## config.mk

```make
export PLATFORM = sky130hd
export DESIGN_NAME = pcp_ram
export DESIGN_NICKNAME = d
export VERILOG_FILES = /design/src/rtl/procedure_call_profiler_defines.svh /design/src/rtl/pcp_ram.sv
export SDC_FILE = /design/constraint.sdc
export NUM_CORES = 1
export LEC_CHECK = 0
export ABC_AREA = 0
export BUFFER_PORTS_ARGS = -buffer_cell sky130_fd_sc_hd__buf_2
export CORE_MARGIN = 4
export CORE_UTILIZATION = 58
export DETAILED_ROUTE_END_ITERATION = 10
export GPL_TIMING_DRIVEN = 1
export PLACE_DENSITY_LB_ADDON = 0.12
export SLEW_MARGIN = 40
export SYNTH_ARGS = -nofsm -noshare
export SYNTH_HDL_FRONTEND = slang
export SYNTH_SLANG_ARGS = --single-unit
```

## constraint.sdc

```tcl
create_clock -name clk -period 6.5 [get_ports clk]
set_input_delay 0.65 -clock clk [delete_from_list [all_inputs] [get_ports clk]]
set_output_delay 0.65 -clock clk [all_outputs]
set_load 0.1 [all_outputs]
```

## src/rtl/procedure_call_profiler_defines.svh

```systemverilog
// Assertion macros shared by the procedure call profiler RTL.
// Depends on nothing; the asserting module supplies clk and arst_n.
`ifndef PROCEDURE_CALL_PROFILER_DEFINES_SVH
`define PROCEDURE_CALL_PROFILER_DEFINES_SVH

// Checked only while out of reset.
`define PCP_ASSERT(label, prop, msg) \
	label: assert property (@(posedge clk) disable iff (!arst_n) (prop)) else $error(msg);

// Checked at every edge, reset included.
`define PCP_ASSERT_ALWAYS(label, prop, msg) \
	label: assert property (@(posedge clk) (prop)) else $error(msg);

`endif

```

## src/rtl/pcp_ram.sv

```systemverilog
// Generic single-port-write, single-port-read RAM with a registered read.
// Depends on nothing.
module pcp_ram #(
	parameter int WIDTH = 32,
	parameter int DEPTH = 32
) (
	input  logic                     clk,
	input  logic                     we,
	input  logic [$clog2(DEPTH)-1:0] waddr,
	input  logic [WIDTH-1:0]         wdata,
	input  logic [$clog2(DEPTH)-1:0] raddr,
	output logic [WIDTH-1:0]         rdata
);
	logic [WIDTH-1:0] mem [DEPTH];

	always_ff @(posedge clk) begin
		if (we) begin
			mem[waddr] <= wdata;
		end
		rdata <= mem[raddr];
	end
endmodule

```

Word-level counts from Yosys, hierarchy flattened --
Memories as Yosys holds them, arrays and structs flattened. A register that Yosys moved wholly into a read port is not among the register bits. Cells that the tools add are included.
Operators by class: add/subtract/negate cells 0, multiply operators 0, divide/modulo/power cells 0, magnitude comparators 0, eq/ne operators 0, shift-type cells 0, mux-type cells 2, bitwise logic cells 0, reduce and logical (&&, ||, !) cells 0
Operators by type and width (count):
- 2-to-1 mux 1 bit | 2
Word-level totals: flip-flop bits (word level) 0, latch bits 0, RAM bits 1024, bits in read-only memories 0, bits of input ports 44, logic and storage cells 3, memories kept 1
Memory list:
- mem | depth 32, bits a word 32, read ports 1, clocked after Yosys merged registers in 1, write ports 1, line pcp_ram.sv:14 | logic [WIDTH-1:0] mem [DEPTH];

Logic depth before layout (Yosys ltp) --
Gate-level depths: netlist (run 1).
depth after elaboration 2, gate-level depth with buffers 8, gate-level depth less buffers 5

Least setup slack after synthesis (run 1) --
No wires, ideal clock.
path type in2reg, start point in waddr[1], end point mem mem[12][0], enable pin, setup time 0.421 ns, arrival 2.663 ns, slack 3.416 ns, stages on the path 3, cells stage by stage or3b_2 > clkbuf_1 > nor2_1
RTL lines:
- start, declared | line pcp_ram.sv:9 | input logic [$clog2(DEPTH)-1:0] waddr,
- end, declared | line pcp_ram.sv:14
No word-level cell before the write port.

==> results of run 1 <==
[state kept, by name, indices dropped and copies added, names as in the netlist]
signal	cells
mem	1024
rdata	32
[worst reg2reg max path, cell delays in order, from the launching register on]
cell and delay (ns):
sky130_fd_sc_hd__edfxtp_1 0.37, sky130_fd_sc_hd__mux2i_1 0.23, sky130_fd_sc_hd__a22o_1 0.18, sky130_fd_sc_hd__nor3_1 0.05, sky130_fd_sc_hd__a31oi_1 0.35, sky130_fd_sc_hd__nand3_1 0.16
[final timing paths]
path               startpoint          to  slack (ns)  depth (start not counted)
setup / recovery     raddr[1]   rdata[22]        3.96                          7
hold / removal      wdata[13]  mem[4][13]        0.50                          1
setup reg to reg   mem[1][15]   rdata[15]        5.01                          5
hold reg to reg   mem[26][14]   rdata[14]        0.60                          4
[cells in the final DEF, fill, tap and decap left out, drive strengths merged, types with 2 or more instances in the layout]
cell / count
clkinvlp: 4
a22oi: 96
nor3: 32
nand2: 98
nand2b: 2
nand3: 98
edfxtp: 1024
bufinv: 14
a22o: 64
or3b: 3
nand3b: 5
nor2: 34
a31oi: 32
dfxtp: 32
a21oi: 96
clkbuf: 135
mux2i: 512
buf: 130
clkinv: 36
[kinds of logic (layout without fill, tap and decap cells)]
family / after synthesis / in the layout / synth area share, %
buf+inv: 127 / 319 / 1.86
other cells: 0 / 1 / 0
compound gates: 288 / 288 / 4.85
simple gates: 277 / 277 / 3.10
mux: 512 / 512 / 12.7
flops: 1056 / 1056 / 77.5
[routing by layer]
layer | wire [um] | share of wire [%] | track usage (%) | vias to the layer above
met5 | 27 | 0.028 | 0 | -
met4 | 2850 | 3.0 | 7.84 | 4
met3 | 6900 | 7.1 | 4.60 | 174
met2 | 47300 | 49 | 42.7 | 823
met1 | 39400 | 41 | 36.1 | 10800
li1 | - | - | - | 9197
[power by group]
part           internal, mW  switching [mW]  leakage, nW
Clock                  3.60            2.43         1.69
Combinational         0.225           0.660         4.72
Sequential             7.57          0.0375         9.49
Total                  11.4            3.13         15.9
[final cells by class]
cell class | instances | area [um^2] | share of cell area (%)
diodes | 1 | 2.50 | 0.00549
clock buffers | 135 | 2820 | 6.19
clock inverters | 54 | 621 | 1.36
multi-input cells | 1077 | 8610 | 18.9
flip-flops and latches | 1056 | 31400 | 68.9
well taps | 931 | 1160 | 2.56
repair buffers | 130 | 953 | 2.09
[stage by stage]
stage | worst slack (ns) | power (mW) | cell area (um^2) | util (%)
2_1_floorplan | 3.42 | 8.33 | 40500 | -
3_3_place_gp | 3.32 | 8.61 | 42000 | 60.9
3_5_place_dp | 3.29 | 8.63 | 42000 | 61.0
4_1_cts | 3.96 | 14.6 | 45500 | 66.0
5_1_grt | 3.84 | 14.9 | 45600 | 66.1
6_report | 3.96 | 14.5 | 45600 | 66.1
==> metrics.md, run 1 <==
| Metric | Value |
|---|---|
| Average cell area after synthesis | `17.9 um^2` |
| Reported max-cap violation count | `0` |
| Vias in the first global route | `20900` |
| Via count | `21000` |
| CP Launch Type | `primary input` |
| Hold Path Class | `in2reg` |
| I/O pin cnt | `76` |
| Drt via density | `6.20` |
| Number of different library cells in the post-synthesis netlist | `25` |
| Synth Cell Area | `40500 um^2` |
| Detailed-route wire length | `96500 um` |
| Number of cells produced by synthesis | `2260` |
| Total of flip-flops plus latches after synthesis | `1056` |
| Aggregate negative setup slack | `0 ns` |
| Die Y | `272 um` |
| Number of antenna violations at the first check in global routing | `7` |
| Synth Net Count | `2304` |
| Setup Fix Bufs, Post-CTS | `0` |
| Critical path capture point type | `flop` |
| Top FF cell, synth | `sky130_fd_sc_hd__edfxtp_1` |
| Count of flip-flops with a built-in enable after synthesis | `1024` |
| Top area cells in the synthesized netlist | `sky130_fd_sc_hd__edfxtp_1 76%, sky130_fd_sc_hd__mux2i_1 13%, sky130_fd_sc_hd__a22oi_1 1.8%` |
| Nets | `2411` |
| Final Hold Slack | `0.504 ns` |
| Post-route insts no fill | `3384` |
| Arrival time worst endpoint | `3.03 ns` |
| Worst-case headroom to the max-slew limit | `37.6%` |
| Ratio of cells with drive above 1 in the final layout | `13.5%` |
| Width of the die | `272 um` |
| Final Hold Fails | `0` |
| Remaining DRCs | `0` |
| Total congestion overflow | `0` |
| List of most frequent post-synthesis cells | `1024 x sky130_fd_sc_hd__edfxtp_1, 512 x sky130_fd_sc_hd__mux2i_1, 98 x sky130_fd_sc_hd__nand2_1, 98 x sky130_fd_sc_hd__nand3_1` |
| Area growth from synthesis to final layout | `12.6%` |
| CP Class | `in2reg` |
| Top cell family by delay on the critical path | `buffers and inverters` |
| Leak pwr | `15.9 nW` |
| Largest net degree at the start of global routing | `129` |
| Area fraction of the dominant cell type after synthesis | `76.0%` |
| Count of filler cells inserted in the layout | `4675` |
| GR Util All Layers | `26.0%` |
| Slew of the pin with the lowest slew margin | `0.936 ns` |
| Total CTS buffers | `102` |
| Worst-Skew Late Latency | `0.65 ns` |
| Routed len/inst | `28.5 um` |
| Starting DRC count in detailed routing | `2435` |
| Overall die area | `74100 um^2` |
| Number of search-and-repair iterations in the first detailed-routing pass | `6` |
| CTS H-tree lvls | `3` |
| Cell accounting for the most synthesized area | `sky130_fd_sc_hd__edfxtp_1` |
| Wire length of the first global-routing pass | `140000 um` |
| Cells along the critical path | `buf_2, and2_4, buf_4, a22o_1, nor3_1, a31oi_1, nand3_1` |
| RSZ-0062 raised after global routing | `false` |
| Post-detail-place hpwl | `49900 um` |
| Initial standard-cell utilization of the core | `58.7%` |
| Critical path data required time | `7.00 ns` |
| Final Setup Violations | `0` |
| Hold bufs inserted after CTS | `0` |
| Post-layout min period | `2.54 ns` |
| Global placement routability congestion | `0.773` |
| Setup Skew | `0.0191 ns` |
| Slowest cell on crit path | `sky130_fd_sc_hd__buf_4` |
| Antenna violation net count after detailed routing | `0` |
| Post-synthesis sequential area ratio | `77.5%` |
| Critical path's largest stage delay | `0.71 ns` |
| Clock transition at the registers of the reported paths | `0.06 ns` |
| Port-buffer cells | `75` |
| Area of the core | `68900 um^2` |
| Post-cts resize count | `0` |
| Max frequency | `394 MHz` |
| Async SR Flop Fraction | `0%` |
| Number of slew-limit violations in the final report | `0` |
| Power per Cell Area | `319 nW/um^2` |
| Syn. warnings | `0` |
| Bufs on Longest Clock Path | `3` |
| Leading cell type by number of instances after synthesis | `sky130_fd_sc_hd__edfxtp_1` |
| Clock tree from TritonCTS | `yes` |
| Biggest fanout along the worst timing path | `52` |
| Floorplan row count | `96` |
| Root buffer cell | `sky130_fd_sc_hd__clkbuf_16` |
| Period utilization | `39.0%` |
| Status | `completed` |
| Post-placement cell count | `3190` |
| Buffers & Inverters on Critical Path | `2` |
| Largest voltage drop on the vdd net | `0.000228 V` |
| Clock sinks | `1056` |
Power figures use the tool's default switching activity.
==> run 2: changes to the inputs <==
- clock period: 6.5 -> 2.62 ns (I/O delays scaled with it)
==> run 2 against run 1 <==
Net effect: sequential share of layout area down 1.4 points; combinational power rose to 2.6 times the previous value; clock skew fell by 0.0050 ns; global-route usage increased by 1.3 points; clock power increased by 140%.
==> metrics.md, run 2 (same netlist as run 1, synthesis figures left out) <==
| Metric | Value |
|---|---|
| Status | `completed (unchanged)` |
| Post-layout min period | `1.91 ns` |
| Largest net degree at the start of global routing | `78 (was 129)` |
| Top cell family by delay on the critical path | `flip-flops (was buffers and inverters)` |
| Non-Filler Cell Area, Final | `46500 um^2 (was 45600 um^2)` |
| Buffers & Inverters on Critical Path | `1 (was 2)` |
| Overall die area | `74100 um^2 (unchanged)` |
| Bufs on Longest Clock Path | `3 (unchanged)` |
| Reported max-cap violation count | `0 (unchanged)` |
| Post-placement cell count | `3260 (was 3190)` |
| Initial standard-cell utilization of the core | `58.7% (unchanged)` |
| Wire length of the first global-routing pass | `147000 um (was 140000 um)` |
| Origin of the critical flop-to-flop path | `mem[0][0] (was mem[1][15])` |
| Setup Fix Bufs, Post-CTS | `0 (unchanged)` |
| Slowest cell on crit path | `sky130_fd_sc_hd__dfxtp_1 (was sky130_fd_sc_hd__buf_4)` |
| Area of the core | `68900 um^2 (unchanged)` |
| Via count | `21700 (was 21000)` |
| Start point of the critical path | `rdata[6] (was raddr[1])` |
| Largest register FFs | `1024 (unchanged)` |
| Most utilized layer in the global route result | `met2 (unchanged)` |
| CTS H-tree lvls | `3 (unchanged)` |
| Port-buffer cells | `75 (unchanged)` |
| GRT met2 Usage | `45.9% (was 42.7%)` |
| Count of filler cells inserted in the layout | `4627 (was 4675)` |
| Area growth from synthesis to final layout | `14.9% (was 12.6%)` |
| Starting DRC count in detailed routing | `2235 (was 2435)` |
| Met1 Resource Use GR | `36.2% (was 36.1%)` |
| Final core utilization | `67.5% (was 66.1%)` |
| Hold Path Class | `in2reg (unchanged)` |
| RSZ-0062 raised after global routing | `false (unchanged)` |
| Largest voltage drop on the vdd net | `0.000440 V (was 0.000228 V)` |
| Routed len/inst | `29.4 um (was 28.5 um)` |
| Final Hold Fails | `0 (unchanged)` |
| Drt via density | `6.28 (was 6.20)` |
| Hold bufs inserted after CTS | `0 (unchanged)` |
| Worst-Skew Late Latency | `0.65 ns (about the same)` |
| Arrival time worst endpoint | `1.65 ns (was 3.03 ns)` |
| Width of the die | `272 um (unchanged)` |
| Post-cts resize count | `0 (unchanged)` |
| Power per Cell Area | `771 nW/um^2 (was 319 nW/um^2)` |
| CP Class | `reg2out (was in2reg)` |
| Period utilization | `72.9%` |
| Hold Startpoint | `wdata[30] (was wdata[13])` |
| Critical path data required time | `2.36 ns (was 7.00 ns)` |
| Clock transition at the registers of the reported paths | `0.06 ns (about the same)` |
| Total congestion overflow | `0 (unchanged)` |
| Slew of the pin with the lowest slew margin | `0.640 ns (was 0.936 ns)` |
| Biggest fanout along the worst timing path | `1 (was 52)` |
| I/O pin cnt | `76 (unchanged)` |
| DP Area | `43100 um^2 (was 42000 um^2)` |
| Register containing the most flip-flops in the final layout | `mem (unchanged)` |
| Detailed-route wire length | `102000 um (was 96500 um)` |
| Number of slew-limit violations in the final report | `0 (unchanged)` |
| Nets | `2476 (was 2411)` |
| Post-route insts no fill | `3453 (was 3384)` |
| Worst-case headroom to the max-slew limit | `57.3% (was 37.6%)` |
| Cells along the critical path | `buf_2 (was buf_2, and2_4, buf_4, a22o_1, nor3_1, a31oi_1, nand3_1)` |
| Leak pwr | `16.3 nW (was 15.9 nW)` |
| Die Y | `272 um (unchanged)` |
| Setup slack at placement | `0.501 ns (was 3.29 ns)` |
| GR Util met3 | `5.08% (was 4.60%)` |
| Leading cell type in the layout, fill and taps excluded | `sky130_fd_sc_hd__edfxtp_1 (unchanged)` |
| Critical path capture point type | `output pin (was flop)` |
| Ratio of cells with drive above 1 in the final layout | `15.4% (was 13.5%)` |
| Vias in the first global route | `21700 (was 20900)` |
| Global placement routability congestion | `0.813 (was 0.773)` |
| CP Launch Type | `flop (was primary input)` |
| Total CTS buffers | `101 (was 102)` |
| Clock tree from TritonCTS | `yes (unchanged)` |
| Most frequent cells in the layout | `1024 x sky130_fd_sc_hd__edfxtp_1, 512 x sky130_fd_sc_hd__mux2i_1, 101 x sky130_fd_sc_hd__clkbuf_16 (was 1024 x sky130_fd_sc_hd__edfxtp_1, 512 x sky130_fd_sc_hd__mux2i_1, 105 x sky130_fd_sc_hd__clkbuf_16)` |
| Post-detail-place hpwl | `57200 um (was 49900 um)` |
| Footprint of the multi-input gates | `8610 um^2 (about the same)` |
| Remaining DRCs | `0 (unchanged)` |
| Number of antenna violations at the first check in global routing | `5 (was 7)` |
| Root buffer cell | `sky130_fd_sc_hd__clkbuf_16 (unchanged)` |
| Max frequency | `524 MHz` |
| Final Hold Slack | `0.115 ns (was 0.504 ns)` |
| Final Setup Violations | `0 (unchanged)` |
| Sequential Area | `31400 um^2 (unchanged)` |
| Worst Setup Slack, final | `0.711 ns (was 3.96 ns)` |
| Overall power consumption | `35.9 mW (was 14.5 mW)` |
| Aggregate negative setup slack | `0 ns (unchanged)` |
| GR Util All Layers | `27.3% (was 26.0%)` |
| Floorplan row count | `96 (unchanged)` |
| Setup Skew | `0.0141 ns (was 0.0191 ns)` |
| Clock sinks | `1056 (unchanged)` |
| Antenna violation net count after detailed routing | `0 (unchanged)` |
| Critical path's largest stage delay | `0.50 ns (was 0.71 ns)` |
| Number of search-and-repair iterations in the first detailed-routing pass | `6 (unchanged)` |
| Largest registers ranked by flip-flop count | `mem (1024), rdata (32) (unchanged)` |
==> run 2: changes by cell type in the layout (fill, tap and decap cells not counted), moves of 2 or more <==
cell,delta
sky130_fd_sc_hd__clkinv_1,+9
sky130_fd_sc_hd__bufinv_16,-2
sky130_fd_sc_hd__buf_12,+48
sky130_fd_sc_hd__buf_4,+22
sky130_fd_sc_hd__clkbuf_16,-4
sky130_fd_sc_hd__inv_6,+3
sky130_fd_sc_hd__clkinv_2,-6
sky130_fd_sc_hd__clkinv_8,+3
sky130_fd_sc_hd__buf_16,-3
==> run 2: cell type report <==
type                            count  area share (%)
Clock inverter                     61            1.42
Clock buffer                      131            5.85
Sequential cell                  1056            67.5
Timing Repair Buffer              196            4.26
Multi-Input combinational cell   1077            18.5
Antenna cell                        1         0.00538
Tap cell                          931            2.50
==> run 2: per-layer routing <==
| metal | part of all wire (%) | wire [um] | vias up |
|---|---|---|---|
| met5 | 0.054 | 55 | - |
| met4 | 3.2 | 3300 | 8 |
| met3 | 8.0 | 8140 | 198 |
| met2 | 50 | 50600 | 943 |
| met1 | 39 | 39600 | 11200 |
| li1 | - | - | 9327 |
==> run 2: worst paths after layout <==
kind	end	slack (ns)	cells after the start
max	rdata[6]	0.71	1
min	mem[13][30]	0.11	1
max reg2reg	rdata[0]	1.15	5
min reg2reg	rdata[17]	0.61	4
==> run 2: report_power, final <==
group          internal (mW)  switching [mW]
Combinational          0.640            1.68
Sequential              18.8           0.109
Clock                   8.54            6.14
Total                   28.0            7.93
==> run 3: changes to the inputs <==
- clock period: 2.62 -> 1.8 ns (I/O delays scaled with it)
==> run 3 against run 2 <==
Net effect: sequential power increased by 46%; hold slack got worse by 0.074 ns; cell count increased by 2.2%; first-iteration DRC count decreased by 9.3%; total power increased by 45%; clock skew increased by 0.0090 ns; count of clock-buffer cells in the layout increased by 3; setup slack got worse by 0.64 ns; design area increased by 1.6%; critical endpoint is now rdata[2]; largest power group unchanged.
==> metrics.md, run 3 (same netlist as run 1, synthesis figures left out) <==
| Metric | Value |
|---|---|
| Status | `completed (unchanged)` |
| Width of the die | `272 um (unchanged)` |
| Setup Fix Bufs, Post-CTS | `0 (unchanged)` |
| Starting DRC count in detailed routing | `2027 (was 2235)` |
| Overall power consumption | `51.9 mW (was 35.9 mW)` |
| Slew of the pin with the lowest slew margin | `0.670 ns (was 0.640 ns)` |
| Setup Skew | `0.0231 ns (was 0.0141 ns)` |
| Period utilization | `96.2%` |
| Leading cell type in the layout, fill and taps excluded | `sky130_fd_sc_hd__edfxtp_1 (unchanged)` |
| Die Y | `272 um (unchanged)` |
| Final Hold Fails | `0 (unchanged)` |
| Number of search-and-repair iterations in the first detailed-routing pass | `5 (was 6)` |
| Buffers & Inverters on Critical Path | `1 (unchanged)` |
| Wire length of the first global-routing pass | `141000 um (was 147000 um)` |
| Non-Filler Cell Area, Final | `47300 um^2 (was 46500 um^2)` |
| Reported max-cap violation count | `0 (unchanged)` |
| Drt via density | `6.10 (was 6.28)` |
| DP Area | `43900 um^2 (was 43100 um^2)` |
| Area growth from synthesis to final layout | `16.8% (was 14.9%)` |
| Number of slew-limit violations in the final report | `0 (unchanged)` |
| Largest registers ranked by flip-flop count | `mem (1024), rdata (32) (unchanged)` |
| Max frequency | `577 MHz` |
| Remaining DRCs | `0 (unchanged)` |
| CP Class | `reg2out (unchanged)` |
| Clock transition at the registers of the reported paths | `0.06 ns (about the same)` |
| Critical path's largest stage delay | `0.48 ns (was 0.50 ns)` |
| Worst Hold End | `mem[30][29] (was mem[13][30])` |
| Via count | `21500 (was 21700)` |
| Post-detail-place hpwl | `55400 um (was 57200 um)` |
| Count of filler cells inserted in the layout | `4493 (was 4627)` |
| Hold Path Class | `in2reg (unchanged)` |
| Hold Startpoint | `wdata[29] (was wdata[30])` |
| Root buffer cell | `sky130_fd_sc_hd__clkbuf_16 (unchanged)` |
| Critical path data required time | `1.62 ns (was 2.36 ns)` |
| Leak pwr | `16.7 nW (was 16.3 nW)` |
| CP Launch Type | `flop (unchanged)` |
| Total CTS buffers | `102 (was 101)` |
| Clock tree from TritonCTS | `yes (unchanged)` |
| Final Setup Violations | `0 (unchanged)` |
| Nets | `2554 (was 2476)` |
| Number of antenna violations at the first check in global routing | `7 (was 5)` |
| Register containing the most flip-flops in the final layout | `mem (unchanged)` |
| Register-to-register setup slack | `0.38 ns (was 1.15 ns)` |
| Floorplan row count | `96 (unchanged)` |
| Bufs on Longest Clock Path | `3 (unchanged)` |
| Most frequent cells in the layout | `1024 x sky130_fd_sc_hd__edfxtp_1, 512 x sky130_fd_sc_hd__mux2i_1, 115 x sky130_fd_sc_hd__buf_4 (was 1024 x sky130_fd_sc_hd__edfxtp_1, 512 x sky130_fd_sc_hd__mux2i_1, 101 x sky130_fd_sc_hd__clkbuf_16)` |
| Global placement routability congestion | `0.812 (was 0.813)` |
| Worst r2r dst | `rdata[16] (was rdata[0])` |
| Largest net degree at the start of global routing | `51 (was 78)` |
| Aggregate negative setup slack | `0 ns (unchanged)` |
| Number of instances on the worst hold path | `1 (unchanged)` |
| GR Util All Layers | `26.1% (was 27.3%)` |
| Origin of the critical flop-to-flop path | `mem[5][16] (was mem[0][0])` |
| Antenna violation net count after detailed routing | `0 (unchanged)` |
| Biggest fanout along the worst timing path | `1 (unchanged)` |
| Area of the core | `68900 um^2 (unchanged)` |
| RSZ-0062 raised after global routing | `false (unchanged)` |
| Post-layout min period | `1.73 ns` |
| Top cell family by delay on the critical path | `buffers and inverters (was flip-flops)` |
| Largest voltage drop on the vdd net | `0.000804 V (was 0.000440 V)` |
| Largest register FFs | `1024 (unchanged)` |
| Port-buffer cells | `75 (unchanged)` |
| Worst-case headroom to the max-slew limit | `55.4% (was 57.3%)` |
| Cells along the critical path | `buf_2 (unchanged)` |
| Total congestion overflow | `0 (unchanged)` |
| Power per Cell Area | `1100 nW/um^2 (was 771 nW/um^2)` |
| Number of cells on the worst reg-to-reg path | `5 (unchanged)` |
| Worst-Skew Late Latency | `0.65 ns (about the same)` |
| Initial standard-cell utilization of the core | `58.7% (unchanged)` |
| CTS H-tree lvls | `3 (unchanged)` |
| Critical path capture point type | `output pin (unchanged)` |
| Vias in the first global route | `21600 (was 21700)` |
| I/O pin cnt | `76 (unchanged)` |
| Detailed-route wire length | `96800 um (was 102000 um)` |
| Ratio of cells with drive above 1 in the final layout | `17.2% (was 15.4%)` |
| Routed len/inst | `27.4 um (was 29.4 um)` |
| Slowest cell on crit path | `sky130_fd_sc_hd__buf_2 (was sky130_fd_sc_hd__dfxtp_1)` |
| Overall die area | `74100 um^2 (unchanged)` |
| Clock sinks | `1056 (unchanged)` |
| Arrival time worst endpoint | `1.55 ns (was 1.65 ns)` |
[run 3: timing repair]
item / 4_1_cts / 5_1_grt
hold buffers: 11 / 0
endpoints found under the hold margin: 188 / 0
setup endpoints to repair: 0 / 1
resized for setup: 0 / 1
[run 3: worst reg2reg max path, cell delays in order, from the launching register on]
cell and delay (ns):
sky130_fd_sc_hd__edfxtp_1 0.36, sky130_fd_sc_hd__mux2i_1 0.16, sky130_fd_sc_hd__a22o_1 0.18, sky130_fd_sc_hd__nor3_1 0.07
sky130_fd_sc_hd__a31oi_1 0.32, sky130_fd_sc_hd__nand3_1 0.18
[run 3: worst max-delay path by stage]
stage / from / endpoint / slack [ns] / cells past startpoint
final: rdata[2] / rdata[2] / 0.07 / 1
after global routing: rdata[2] / rdata[2] / 0.03 / 1
after CTS: rdata[13] / rdata[13] / 0.007 / 1
after detailed placement: raddr[0] / rdata[11] / -0.08 / 9
after global placement: raddr[0] / rdata[11] / -0.05 / 9
after floorplan: we / mem[27][0] / -0.46 / 2
[run 3: per-layer routing]
layer	up-vias	track usage (%)	wire [um]
met5	-	0	41
met3	189	4.70	6710
li1	9504	-	-
met4	6	9.27	3720
met2	817	42.2	46700
met1	11000	36.2	39700
[run 3: stage by stage]
step | worst slack (ns) | util, % | hold WS [ns] | instances
floorplan | -0.465 | - | 0.279 | 2260
global placement | -0.0480 | 63.6 | 0.583 | 3326
detailed placement | -0.0814 | 63.6 | 0.585 | 3326
CTS | 0.00729 | 68.6 | 0.00199 | 3527
global route | 0.0281 | 68.6 | 0.0329 | 3527
finish | 0.0684 | 68.6 | 0.0407 | 3530
[run 3: area by class of cell]
| cell class | count | area [um^2] | area share (%) |
|---|---|---|---|
| well taps | 931 | 1160 | 2.46 |
| flip-flops and latches | 1056 | 31400 | 66.4 |
| diodes | 3 | 7.51 | 0.0159 |
| multi-input cells | 1077 | 8610 | 18.2 |
| clock buffers | 134 | 2760 | 5.83 |
| clock inverters | 56 | 544 | 1.15 |
| repair buffers | 273 | 2800 | 5.93 |
[run 3: power by group]
| part | internal (mW) | switching (mW) | total (mW) | leakage [nW] |
|---|---|---|---|---|
| sequential | 27.3 | 0.132 | 27.5 | 9.49 |
| combinational | 1.06 | 2.44 | 3.50 | 5.63 |
| clock | 12.2 | 8.70 | 20.9 | 1.61 |
